`src/hw/rtl/pdl_pkg.sv`:
```
`timescale 1ns / 1ps
// ----------------------------------------------------------------------------
// pdl_pkg: shared types and constants of the picture directory lookup
// Request/response payloads, controller/datapath command and status groups,
// function and register codes, directory geometry.
// ----------------------------------------------------------------------------
package pdl_pkg;

  localparam int DIR_DEPTH     = 256;
  localparam int ADDR_W        = $clog2(DIR_DEPTH);
  localparam int CNT_W         = $clog2(DIR_DEPTH + 1);
  localparam int ENTRY_COUNT_W = 9;
  localparam int CFG_IDX_W     = 1;
  localparam int CFG_DATA_W    = 9;

  localparam logic [15:0] TRANSPARENT_MASK = 16'd1;
  localparam logic [7:0]  OPAQUE_COLOR     = 8'hFF;
  localparam int          TCOLOR_LSB       = 12;

  // Directory row: id, width, height, flags, data offset, palette offset
  localparam int ROW_W = 16 + 16 + 16 + 16 + 24 + 24;

  typedef enum logic {
    FUNC_LOAD   = 1'b0,
    FUNC_LOOKUP = 1'b1
  } pdl_func_t;

  typedef enum logic [CFG_IDX_W-1:0] {
    REG_ENTRY_COUNT = 1'b0,
    REG_PALETTE_EN  = 1'b1
  } pdl_reg_t;

  typedef struct packed {
    logic        func;
    logic [7:0]  slot;
    logic [15:0] pic_id;
    logic [15:0] load_width;
    logic [15:0] load_height;
    logic [15:0] load_flags;
    logic [23:0] load_data_offset;
    logic [23:0] load_palette_offset;
  } pdl_req_t;

  typedef struct packed {
    logic        found;
    logic [15:0] width;
    logic [15:0] height;
    logic [15:0] entry_flags;
    logic [23:0] data_offset;
    logic [23:0] palette_offset;
    logic [7:0]  transparent_color;
  } pdl_rsp_t;

  typedef struct packed {
    logic [15:0] id;
    logic [15:0] width;
    logic [15:0] height;
    logic [15:0] flags;
    logic [23:0] data_offset;
    logic [23:0] palette_offset;
  } pdl_row_t;

  // Controller -> datapath
  typedef struct packed {
    logic write;      // store request payload as a directory row
    logic init;       // open search window [0, count) and latch key
    logic issue;      // read row at midpoint of current window
    logic step;       // narrow window by last compare, read next midpoint
    logic load_hit;   // capture response from the probed row
    logic load_miss;  // capture all-zero response
  } pdl_cmd_t;

  // Datapath -> controller
  typedef struct packed {
    logic range_nonempty;  // current window holds at least one row
    logic next_nonempty;   // window after this compare holds a row
    logic key_eq;          // probed id equals key
  } pdl_sts_t;

endpackage

```
`src/hw/rtl/pdl_ctrl.sv`:
```
`timescale 1ns / 1ps
// ----------------------------------------------------------------------------
// pdl_ctrl: search controller
// Sequences load, search probes and response handoff; owns both handshakes.
// ----------------------------------------------------------------------------
module pdl_ctrl (
  input  logic              clk,
  input  logic              rst,
  input  logic              in_valid,
  output logic              in_ready,
  input  logic              func,
  output logic              out_valid,
  input  logic              out_ready,
  input  pdl_pkg::pdl_sts_t sts,
  output pdl_pkg::pdl_cmd_t cmd
);
  import pdl_pkg::*;

  typedef enum logic [2:0] {
    S_IDLE = 3'b001,
    S_SEEK = 3'b010,
    S_CMP  = 3'b100
  } state_t;

  state_t state;
  state_t state_next;
  logic   out_valid_next;
  logic   accept;
  logic   out_free;

  assign in_ready = state == S_IDLE;
  assign accept   = in_valid && in_ready;
  assign out_free = !out_valid || out_ready;

  always_comb begin
    state_next = state;
    cmd        = '0;
    unique case (state)
      S_IDLE: begin
        if (accept) begin
          if (func == FUNC_LOOKUP) begin
            cmd.init   = 1'b1;
            state_next = S_SEEK;
          end else begin
            cmd.write = 1'b1;
          end
        end
      end
      S_SEEK: begin
        if (sts.range_nonempty) begin
          cmd.issue  = 1'b1;
          state_next = S_CMP;
        end else if (out_free) begin
          cmd.load_miss = 1'b1;
          state_next    = S_IDLE;
        end
      end
      S_CMP: begin
        if (sts.key_eq) begin
          if (out_free) begin
            cmd.load_hit = 1'b1;
            state_next   = S_IDLE;
          end
        end else if (sts.next_nonempty) begin
          cmd.step = 1'b1;
        end else if (out_free) begin
          cmd.load_miss = 1'b1;
          state_next    = S_IDLE;
        end
      end
      default: state_next = S_IDLE;
    endcase
  end

  always_comb begin
    if (cmd.load_hit || cmd.load_miss) begin
      out_valid_next = 1'b1;
    end else if (out_ready) begin
      out_valid_next = 1'b0;
    end else begin
      out_valid_next = out_valid;
    end
  end

  always_ff @(posedge clk) begin
    if (rst) begin
      state     <= S_IDLE;
      out_valid <= 1'b0;
    end else begin
      state     <= state_next;
      out_valid <= out_valid_next;
    end
  end

  // A response is captured only into a free output register
  a_no_overwrite: assert property (@(posedge clk) disable iff (rst)
    (cmd.load_hit || cmd.load_miss) |-> (!out_valid || out_ready))
    else $error("response captured over an untaken response");

  // A lookup request always opens a search in the following cycle
  a_lookup_seeks: assert property (@(posedge clk) disable iff (rst)
    (accept && func == FUNC_LOOKUP) |=> state == S_SEEK)
    else $error("lookup request did not start a search");

  // Step only into a non-empty window, and never past an equal compare
  a_step_valid: assert property (@(posedge clk) disable iff (rst)
    cmd.step |-> (sts.next_nonempty && !sts.key_eq))
    else $error("search stepped into an empty window or past a hit");

  // A stalled result holds the search in place
  a_stall_holds: assert property (@(posedge clk) disable iff (rst)
    (state == S_CMP && sts.key_eq && out_valid && !out_ready) |=> state == S_CMP)
    else $error("search left compare while the output was stalled");

endmodule

```
`config.mk`:
```
export PLATFORM = sky130hd
export DESIGN_NAME = pdl_ctrl
export DESIGN_NICKNAME = d
export VERILOG_FILES = /design/src/hw/rtl/pdl_pkg.sv /design/src/hw/rtl/pdl_ctrl.sv
export SDC_FILE = /design/constraint.sdc
export NUM_CORES = 1
export LEC_CHECK = 0
export BUFFER_PORTS_ARGS = -buffer_cell sky130_fd_sc_hd__buf_4
export CAP_MARGIN = 20
export CORE_AREA = 2 2 39 41
export DETAILED_ROUTE_END_ITERATION = 8
export DIE_AREA = 0 0 41 43
export HOLD_SLACK_MARGIN = 0.08
export PLACE_DENSITY_LB_ADDON = 0.25
export SLEW_MARGIN = 30
export SYNTH_ARGS = -nofsm -noshare
export SYNTH_HDL_FRONTEND = slang
export SYNTH_SLANG_ARGS = --single-unit
```
`constraint.sdc`:
```
create_clock -name clk -period 2.1 [get_ports clk]
set_input_delay 0.105 -clock clk [delete_from_list [all_inputs] [get_ports clk]]
set_output_delay 0.105 -clock clk [all_outputs]
set_load 0.01 [all_outputs]
```
Word-level counts from Yosys, hierarchy flattened --
Cells that the tools add are included.
Word-level totals: bits in registers 4, output and inout port bits 8, logic and storage cells 38
Cells by class: equal/unequal tests 6, multiplexer cells 24, reductions and logical operators 6
Operators with widths (count):
- $mux 3 | 6
- $mux 1 | 13
- $pmux 3 s3 | 1
- $mux 2 | 3
- $ne 2x1->1 const B | 2
- $eq 3x1->1 const B | 1
- $eq 3x2->1 const B | 1
- $eq 3x3->1 const B | 1
- $ne 3x3->1 const B | 1
- $reduce_and 3->1 | 1
- $logic_or 1x1->1 | 2
- $pmux 1 s2 | 1
- $reduce_bool 2->1 | 1
- $logic_and 1x1->1 | 1
- $logic_not 1->1 | 1

Longest topological paths before layout --
Gate-level depths: netlist of the first run.
word-level depth 8, mapped depth 4, gate-level depth less buffers 4

Worst setup path after synthesis of the first run --
No wires, ideal clock.
path kind flip-flop to output port, start reg state[0], end out cmd[5] (netlist bit), arrival 1127 ps, data required time 1995 ps, setup slack 868 ps, cell stages (with the launch flop) 3, path buffers 0, cell sequence dfxtp_1 -> or3b_4 -> nor3b_1
RTL lines:
- start: declaration | line pdl_ctrl.sv:25 | state_t state;
- start signal: assignment | line pdl_ctrl.sv:90 | state <= state_next;
- end: declaration | line pdl_ctrl.sv:15 | output pdl_pkg::pdl_cmd_t cmd

==> impl_metrics.yaml, run 1 <==
detailed_routing:
  dr.pass1.iters: 4
  vias: 311
  finalWirelength_um: 688
  drc: 0
  ant_nets: 0
  drtIter0Drc: 6
  wire_per_inst_um: 10.1
  avgViaCountPerCell: 4.57
layout:
  multiInputGateArea_um2: 183
  instances_no_fill: 68
  regArea_um2: 80.1
  fin_util: 0.312
  final_cell_area_um2: 432
  nFillCells: 146
  drive_above_1_share: 0.442
  final_nets: 62
  n_antenna_cell: 0
  syn2layout_area_growth_pct: 62.0
  final_cell_mix: "buf_4 (15), nor2_1 (4), dfxtp_1 (4)"
  layout.cells.most_common: "buf_4"
flow_run:
  cap_violations: 0
logic_synthesis:
  ys_types: 20
  synth-seq-cells: 4
  synth_top_family_by_area: "simple AND/OR/NAND/NOR gates"
  synthCells: 33
  synth_area_um2: 267
  ys_seq_area_frac: 0.300
  synth_fp_nets: 41
  netlist_top_cells_area: "dfxtp_1 (30%), nor2b_1 (7.0%), a21oi_1 (5.6%), o21ai_0 (5.6%), nor2_1 (5.6%)"
  synth.mux.area_fraction: 0
  yosysTopAreaCell: "dfxtp_1"
  synth_xor_area_frac: 0
  avgSynthCellArea_um2: 8.08
  synth-simple-area-share: 0.474
  yosys_warnings: 0
  yosysTopAreaCellShare: 0.300
  synth_compound_area_frac: 0.211
  synthAdderAreaFrac: 0
setup_path:
  start_kind: "flop"
  critical_path_required_ns: 2.00
  r2r_cells: 3
  crit_fanout: 6
  startpoint: "state[0]$_SDFFE_PP1P_"
  max_stage_delay_ns: 0.44
  crit_chain: "or3b_4 -> inv_2 -> and3_2 -> buf_4"
  r2r-start: "out_valid$_SDFFE_PP0P_"
  r2r_end: "state[0]$_SDFFE_PP1P_"
  end_kind: "primary output"
  rrSetupSlack_ns: 0.80
  cp_slowest_cell: "or3b_4"
  path_class: "flop to primary output"
  cp_data_arrival_time_ns: 1.44
  crit_end: "cmd[4]"
grt:
  grtUsageTotal: 0.0955
  antenna_found_initial: 0
  grt_util_met2: 0.125
  met1_usage: 0.119
  gr-total-overflow: 0
  grt_start_max_net_pins: 8
  grt_first_pass_wirelength_um: 1120
  grt.busiest_layer: "met2"
  first_global_vias: 297
  grtUsageMet3: 0.0314
sta:
  fin_tns_setup_ns: 0
  worst_slack_ns: 0.557
  max_slew_margin: 0.645
  finClkSkew_ns: 0.00424
  hold_viol: 0
  rsz0062_at_grt: "no"
  max_freq_ghz: 0.648
  period_share: 0.735
  slew_violations: 0
  hold_ws_ns: 0.171
  worst-slew-pin-transition_ns: 0.525
  finalSetupViolations: 0
  final.min_clock_period_ns: 1.54
floorplanning:
  die_height_um: 43
  core-area_um2: 1380
  start_util: 0.193
  dieWidth_um: 41
  die_area_um2: 1760
  io_pins: 16
  num_rows: 14
run_status:
  outcome: "finished clean"
placement:
  dp_slack_ns: 0.784
  io_buffers: 15
  hpwlAfterDp_um: 539
  dpl_cell_area_um2: 399
  gp_congestion: 0.645
  place_inst: 64
clocking:
  numCtsBuffers: 3
  htree_num_levels: 1
  cts_setup_buffers: 0
  cts_buffer_depth: 2
  root_buffer: "clkbuf_4"
  clkTransAtPathRegs_ns: 0.04
  clock_sinks: 4
  cts_tree: "yes"
  insertion_delay_ns: 0.24
power_and_ir_drop:
  finalPower_uw: 226
  clkPwrFrac: 0.426
  p_comb_frac: 0.203
  p_leak_nw: 0.180
  ir_drop_v: 0.000159
  swShare: 0.246
  power.switching_uw: 55.7
  power_density_nw_per_um2: 524
  pwr-share-seq: 0.371
  intPower_uw: 170
worst_hold_path:
  hp-class: "input port to flop"
## critical path, delay by kind of cell (launching register included)
| family | cells | cell delay (ns) |
|---|---|---|
| DFF | 1 | 0.42 |
| buffers and inverters | 2 | 0.18 |
| and+or+nand+nor | 2 | 0.61 |
## logic make-up (layout without fill, tap and decap cells)
group	after synthesis	in the layout
AOI/OAI and AO/OA	9	9
buffers and inverters	1	20
DFF	4	4
and+or+nand+nor	19	19
## state kept, by name, summed over array words and instances, names as in the netlist
signal / flops
out_valid: 1
state: 3
## power by group through the flow
stage | clock [mW] | sequential, mW | combinational (mW)
after floorplan | 0 | 0.0842 | 0.0208
after global placement | 0 | 0.0850 | 0.0452
after detailed placement | 0 | 0.0851 | 0.0449
after CTS | 0.100 | 0.0837 | 0.0465
after global routing | 0.108 | 0.0845 | 0.0506
final | 0.0963 | 0.0839 | 0.0460
## metal layers
layer / vias up / part of all wire
li1: 160 / -
met1: 143 / 0.45
met2: 8 / 0.52
met3: 0 / 0.032
met4: 0 / 0
met5: - / 0
## area by class of cell
cell class / instances / area share
timing repair buffer: 16 / 0.284
sequential: 4 / 0.186
multi-input combinational: 28 / 0.423
tap: 16 / 0.0464
clock buffer: 3 / 0.0522
inverter: 1 / 0.00870
## what timing repair did
| action | CTS | global route |
|---|---|---|
| hold buffers | 1 | 0 |
| gates resized for setup | 0 | 0 |
| endpoints found under the hold margin | 3 | 0 |
## synthesized netlist by cell type (all sizes together)
master / count
dfxtp: 4
nor2: 4
a21oi: 3
nor2b: 3
nor3b: 3
o21ai: 3
a211oi: 1
a311o: 1
a32oi: 1
and2: 1
and3: 1
and3b: 1
inv: 1
nand2: 1
nor3: 1
nor4b: 1
or2: 1
or2b: 1
or3b: 1
## worst min path at each step
stage	startpoint	end	cells past startpoint
final	in_valid	state[1]$_SDFFE_PP0P_	3
after global routing	in_valid	state[1]$_SDFFE_PP0P_	3
after CTS	in_valid	state[1]$_SDFFE_PP0P_	3
after detailed placement	rst	state[1]$_SDFFE_PP0P_	2
after global placement	rst	state[1]$_SDFFE_PP0P_	2
after floorplan	rst	out_valid$_SDFFE_PP0P_	1
Note: power is estimated with default switching activity, not from simulation.
==> run 2: changes to the inputs <==
ABC_AREA = 1   (was unset)
clock period = 1.6 ns   (was 2.1 ns; I/O delays follow)
==> impl_metrics.yaml, run 2 <==
run_status:
  outcome: "finished clean"
grt:
  antenna_found_initial: 0
  grt_first_pass_wirelength_um: 1280
  grtUsageTotal: 0.108
  first_global_vias: 352
  grt_start_max_net_pins: 6
  gr-total-overflow: 0
layout:
  syn2layout_area_growth_pct: 47.5
  n_antenna_cell: 0
  nFillCells: 155
  top_regs: "state (3), out_valid (1)"
  final_nets: 90
  largest_reg_flops: 3
  final_cell_area_um2: 513
  drive_above_1_share: 0.438
  regMostFlops: "state"
  final_cell_mix: "buf_4 (15), nand2_1 (11), inv_1 (10)"
  layout.cells.most_common: "buf_4"
placement:
  dpl_cell_area_um2: 480
  io_buffers: 15
  gp_congestion: 0.702
  hpwlAfterDp_um: 625
detailed_routing:
  avgViaCountPerCell: 3.96
  dr.pass1.iters: 3
  route.met2.wl_um: 337
  drtIter0Drc: 4
  ant_nets: 0
  wire_per_inst_um: 7.66
  drc: 0
  finalWirelength_um: 735
  top_layer: "met4"
  wl_met3_um: 28
  vias: 380
  wl_met1_um: 356
logic_synthesis:
  ys_types: 16
  async_reset_ff_frac: 0
  avgSynthCellArea_um2: 5.70
  ys_seq_area_frac: 0.230
  yosysTopAreaCellShare: 0.230
  synth.most_common_cell: "nand2_1"
  synth_edf_count: 0
  synth_fp_nets: 69
  synthFlopType: "dfxtp_1"
  yosys_warnings: 0
  synthCells: 61
  synth-seq-cells: 4
  synth_area_um2: 348
  netlist_top_cells_area: "dfxtp_1 (23%), nand2_1 (12%), inv_1 (11%), nor2_1 (9.7%), inv_2 (7.6%)"
  yosysTopAreaCell: "dfxtp_1"
  synth_common_cells: "nand2_1 (11), inv_1 (10), nor2_1 (9)"
sta:
  hold_ws_ns: 0.190
  period_share: 0.817
  max_slew_margin: 0.814
  finalSetupViolations: 0
  finClkSkew_ns: 0.000536
  final.min_clock_period_ns: 1.31
  max_freq_ghz: 0.765
  worst-slew-pin-transition_ns: 0.277
  slew_violations: 0
  fin_tns_setup_ns: 0
  hold_viol: 0
  rsz0062_at_grt: "no"
setup_path:
  path_class: "flop to primary output"
  crit_buf_inv: 2
  crit_chain: "nor2_2 -> nand2_2 -> o21ai_2 -> inv_1 -> nor2_1 -> buf_4"
  r2r_end: "state[0]$_SDFFE_PP1P_"
  cp_top_family: "flip-flops"
  cp_data_arrival_time_ns: 1.23
  crit_fanout: 4
  cp_slowest_cell: "dfxtp_1"
  max_stage_delay_ns: 0.33
  start_kind: "flop"
  rrSetupSlack_ns: 0.57
  r2r_cells: 7
  critical_path_required_ns: 1.52
  r2r-start: "out_valid$_SDFFE_PP0P_"
  end_kind: "primary output"
worst_hold_path:
  holdPathEnd: "out_valid$_SDFFE_PP0P_"
  worstHoldPathCells: 5
  hp-class: "input port to flop"
  worstHoldStart: "sts[0]"
power_and_ir_drop:
  ir_drop_v: 0.000363
  clkPwrFrac: 0.289
  power_density_nw_per_um2: 825
  power.switching_uw: 151
  p_leak_nw: 0.308
  pwr-share-seq: 0.296
  intPower_uw: 272
  swShare: 0.357
  p_comb_frac: 0.415
floorplanning:
  dieWidth_um: 41
  core-area_um2: 1380
  die_area_um2: 1760
  num_rows: 14
  io_pins: 16
  start_util: 0.251
  die_height_um: 43
clocking:
  insertion_delay_ns: 0.23
  cts_tree: "yes"
  clkTransAtPathRegs_ns: 0.04
  htree_num_levels: 1
  clock_sinks: 4
  cts_resized: 0
  root_buffer: "clkbuf_4"
  cts_buffer_depth: 2
  numCtsBuffers: 3
flow_run:
  cap_violations: 0
[run 2: cell types whose count changed after synthesis, moves of 4 or more]
cell,before,now
nor2_1,4,9
inv_2,1,7
inv_1,0,10
nand2_1,1,11
nand3_1,0,5
nand2_2,0,4
[run 2: repair_timing]
item	in CTS	in global routing
hold endpoints to repair	3	0
hold buffers	1	0
setup buffers	0	0
[run 2: layout make-up]
type | count | area (um2) | share of cell area
Timing Repair Buffer | 16 | 123 | 0.239
Tap cell | 16 | 20.0 | 0.0390
Clock buffer | 3 | 22.5 | 0.0439
Inverter | 17 | 63.8 | 0.124
Sequential cell | 4 | 80.1 | 0.156
Multi-Input combinational cell | 40 | 204 | 0.398
[run 2: cells by family (layout without fill, tap and decap cells)]
group / after synthesis / after routing / share of synthesized area
AOI/OAI and AO/OA: 2 / 2 / 0.0396
buffers and inverters: 17 / 36 / 0.183
DFF: 4 / 4 / 0.230
and+or+nand+nor: 38 / 38 / 0.547
[run 2: stage by stage]
step                instances  power, mW  utilization  worst slack [ns]
finish                     96      0.423        0.371             0.294
floorplan                  61      0.243            -             0.639
CTS                        96      0.434        0.371             0.280
global placement           92      0.303        0.347             0.528
global route               96      0.460        0.371             0.166
detailed placement         92      0.303        0.347             0.533
[run 2: power groups by stage]
| stage | Clock [mW] | Sequential (mW) | Combinational, mW |
|---|---|---|---|
| 3_5_place_dp | 0 | 0.127 | 0.177 |
| 4_1_cts | 0.130 | 0.125 | 0.179 |
| 3_3_place_gp | 0 | 0.127 | 0.176 |
| 5_1_grt | 0.132 | 0.127 | 0.200 |
| 6_report | 0.122 | 0.125 | 0.175 |
| 2_1_floorplan | 0 | 0.126 | 0.117 |
[run 2: worst max-delay path by stage]
stage	startpoint	to	slack (ns)	cells past startpoint
after floorplan	state[1]$_SDFFE_PP0P_	cmd[0]	0.64	5
after global placement	state[1]$_SDFFE_PP0P_	cmd[0]	0.53	6
after detailed placement	state[1]$_SDFFE_PP0P_	cmd[0]	0.53	6
after CTS	state[1]$_SDFFE_PP0P_	cmd[0]	0.28	6
after global routing	state[0]$_SDFFE_PP1P_	cmd[0]	0.17	8
final	state[1]$_SDFFE_PP0P_	cmd[0]	0.29	6
[run 2: per-layer routing]
layer  global-route usage  up-vias
met4                0.100        0
met5                    0        -
li1                     -      220
met1                0.141      153
met3               0.0157        2
met2                0.144        5
[run 2: worst register-to-register path: stages (launching register included)]
cell	delay, ns
dfxtp_1	0.34
inv_1	0.04
nor2_1	0.23
nor2_1	0.07
nand2_1	0.07
nand3_1	0.08
nand2_1	0.07
nand2_1	0.04
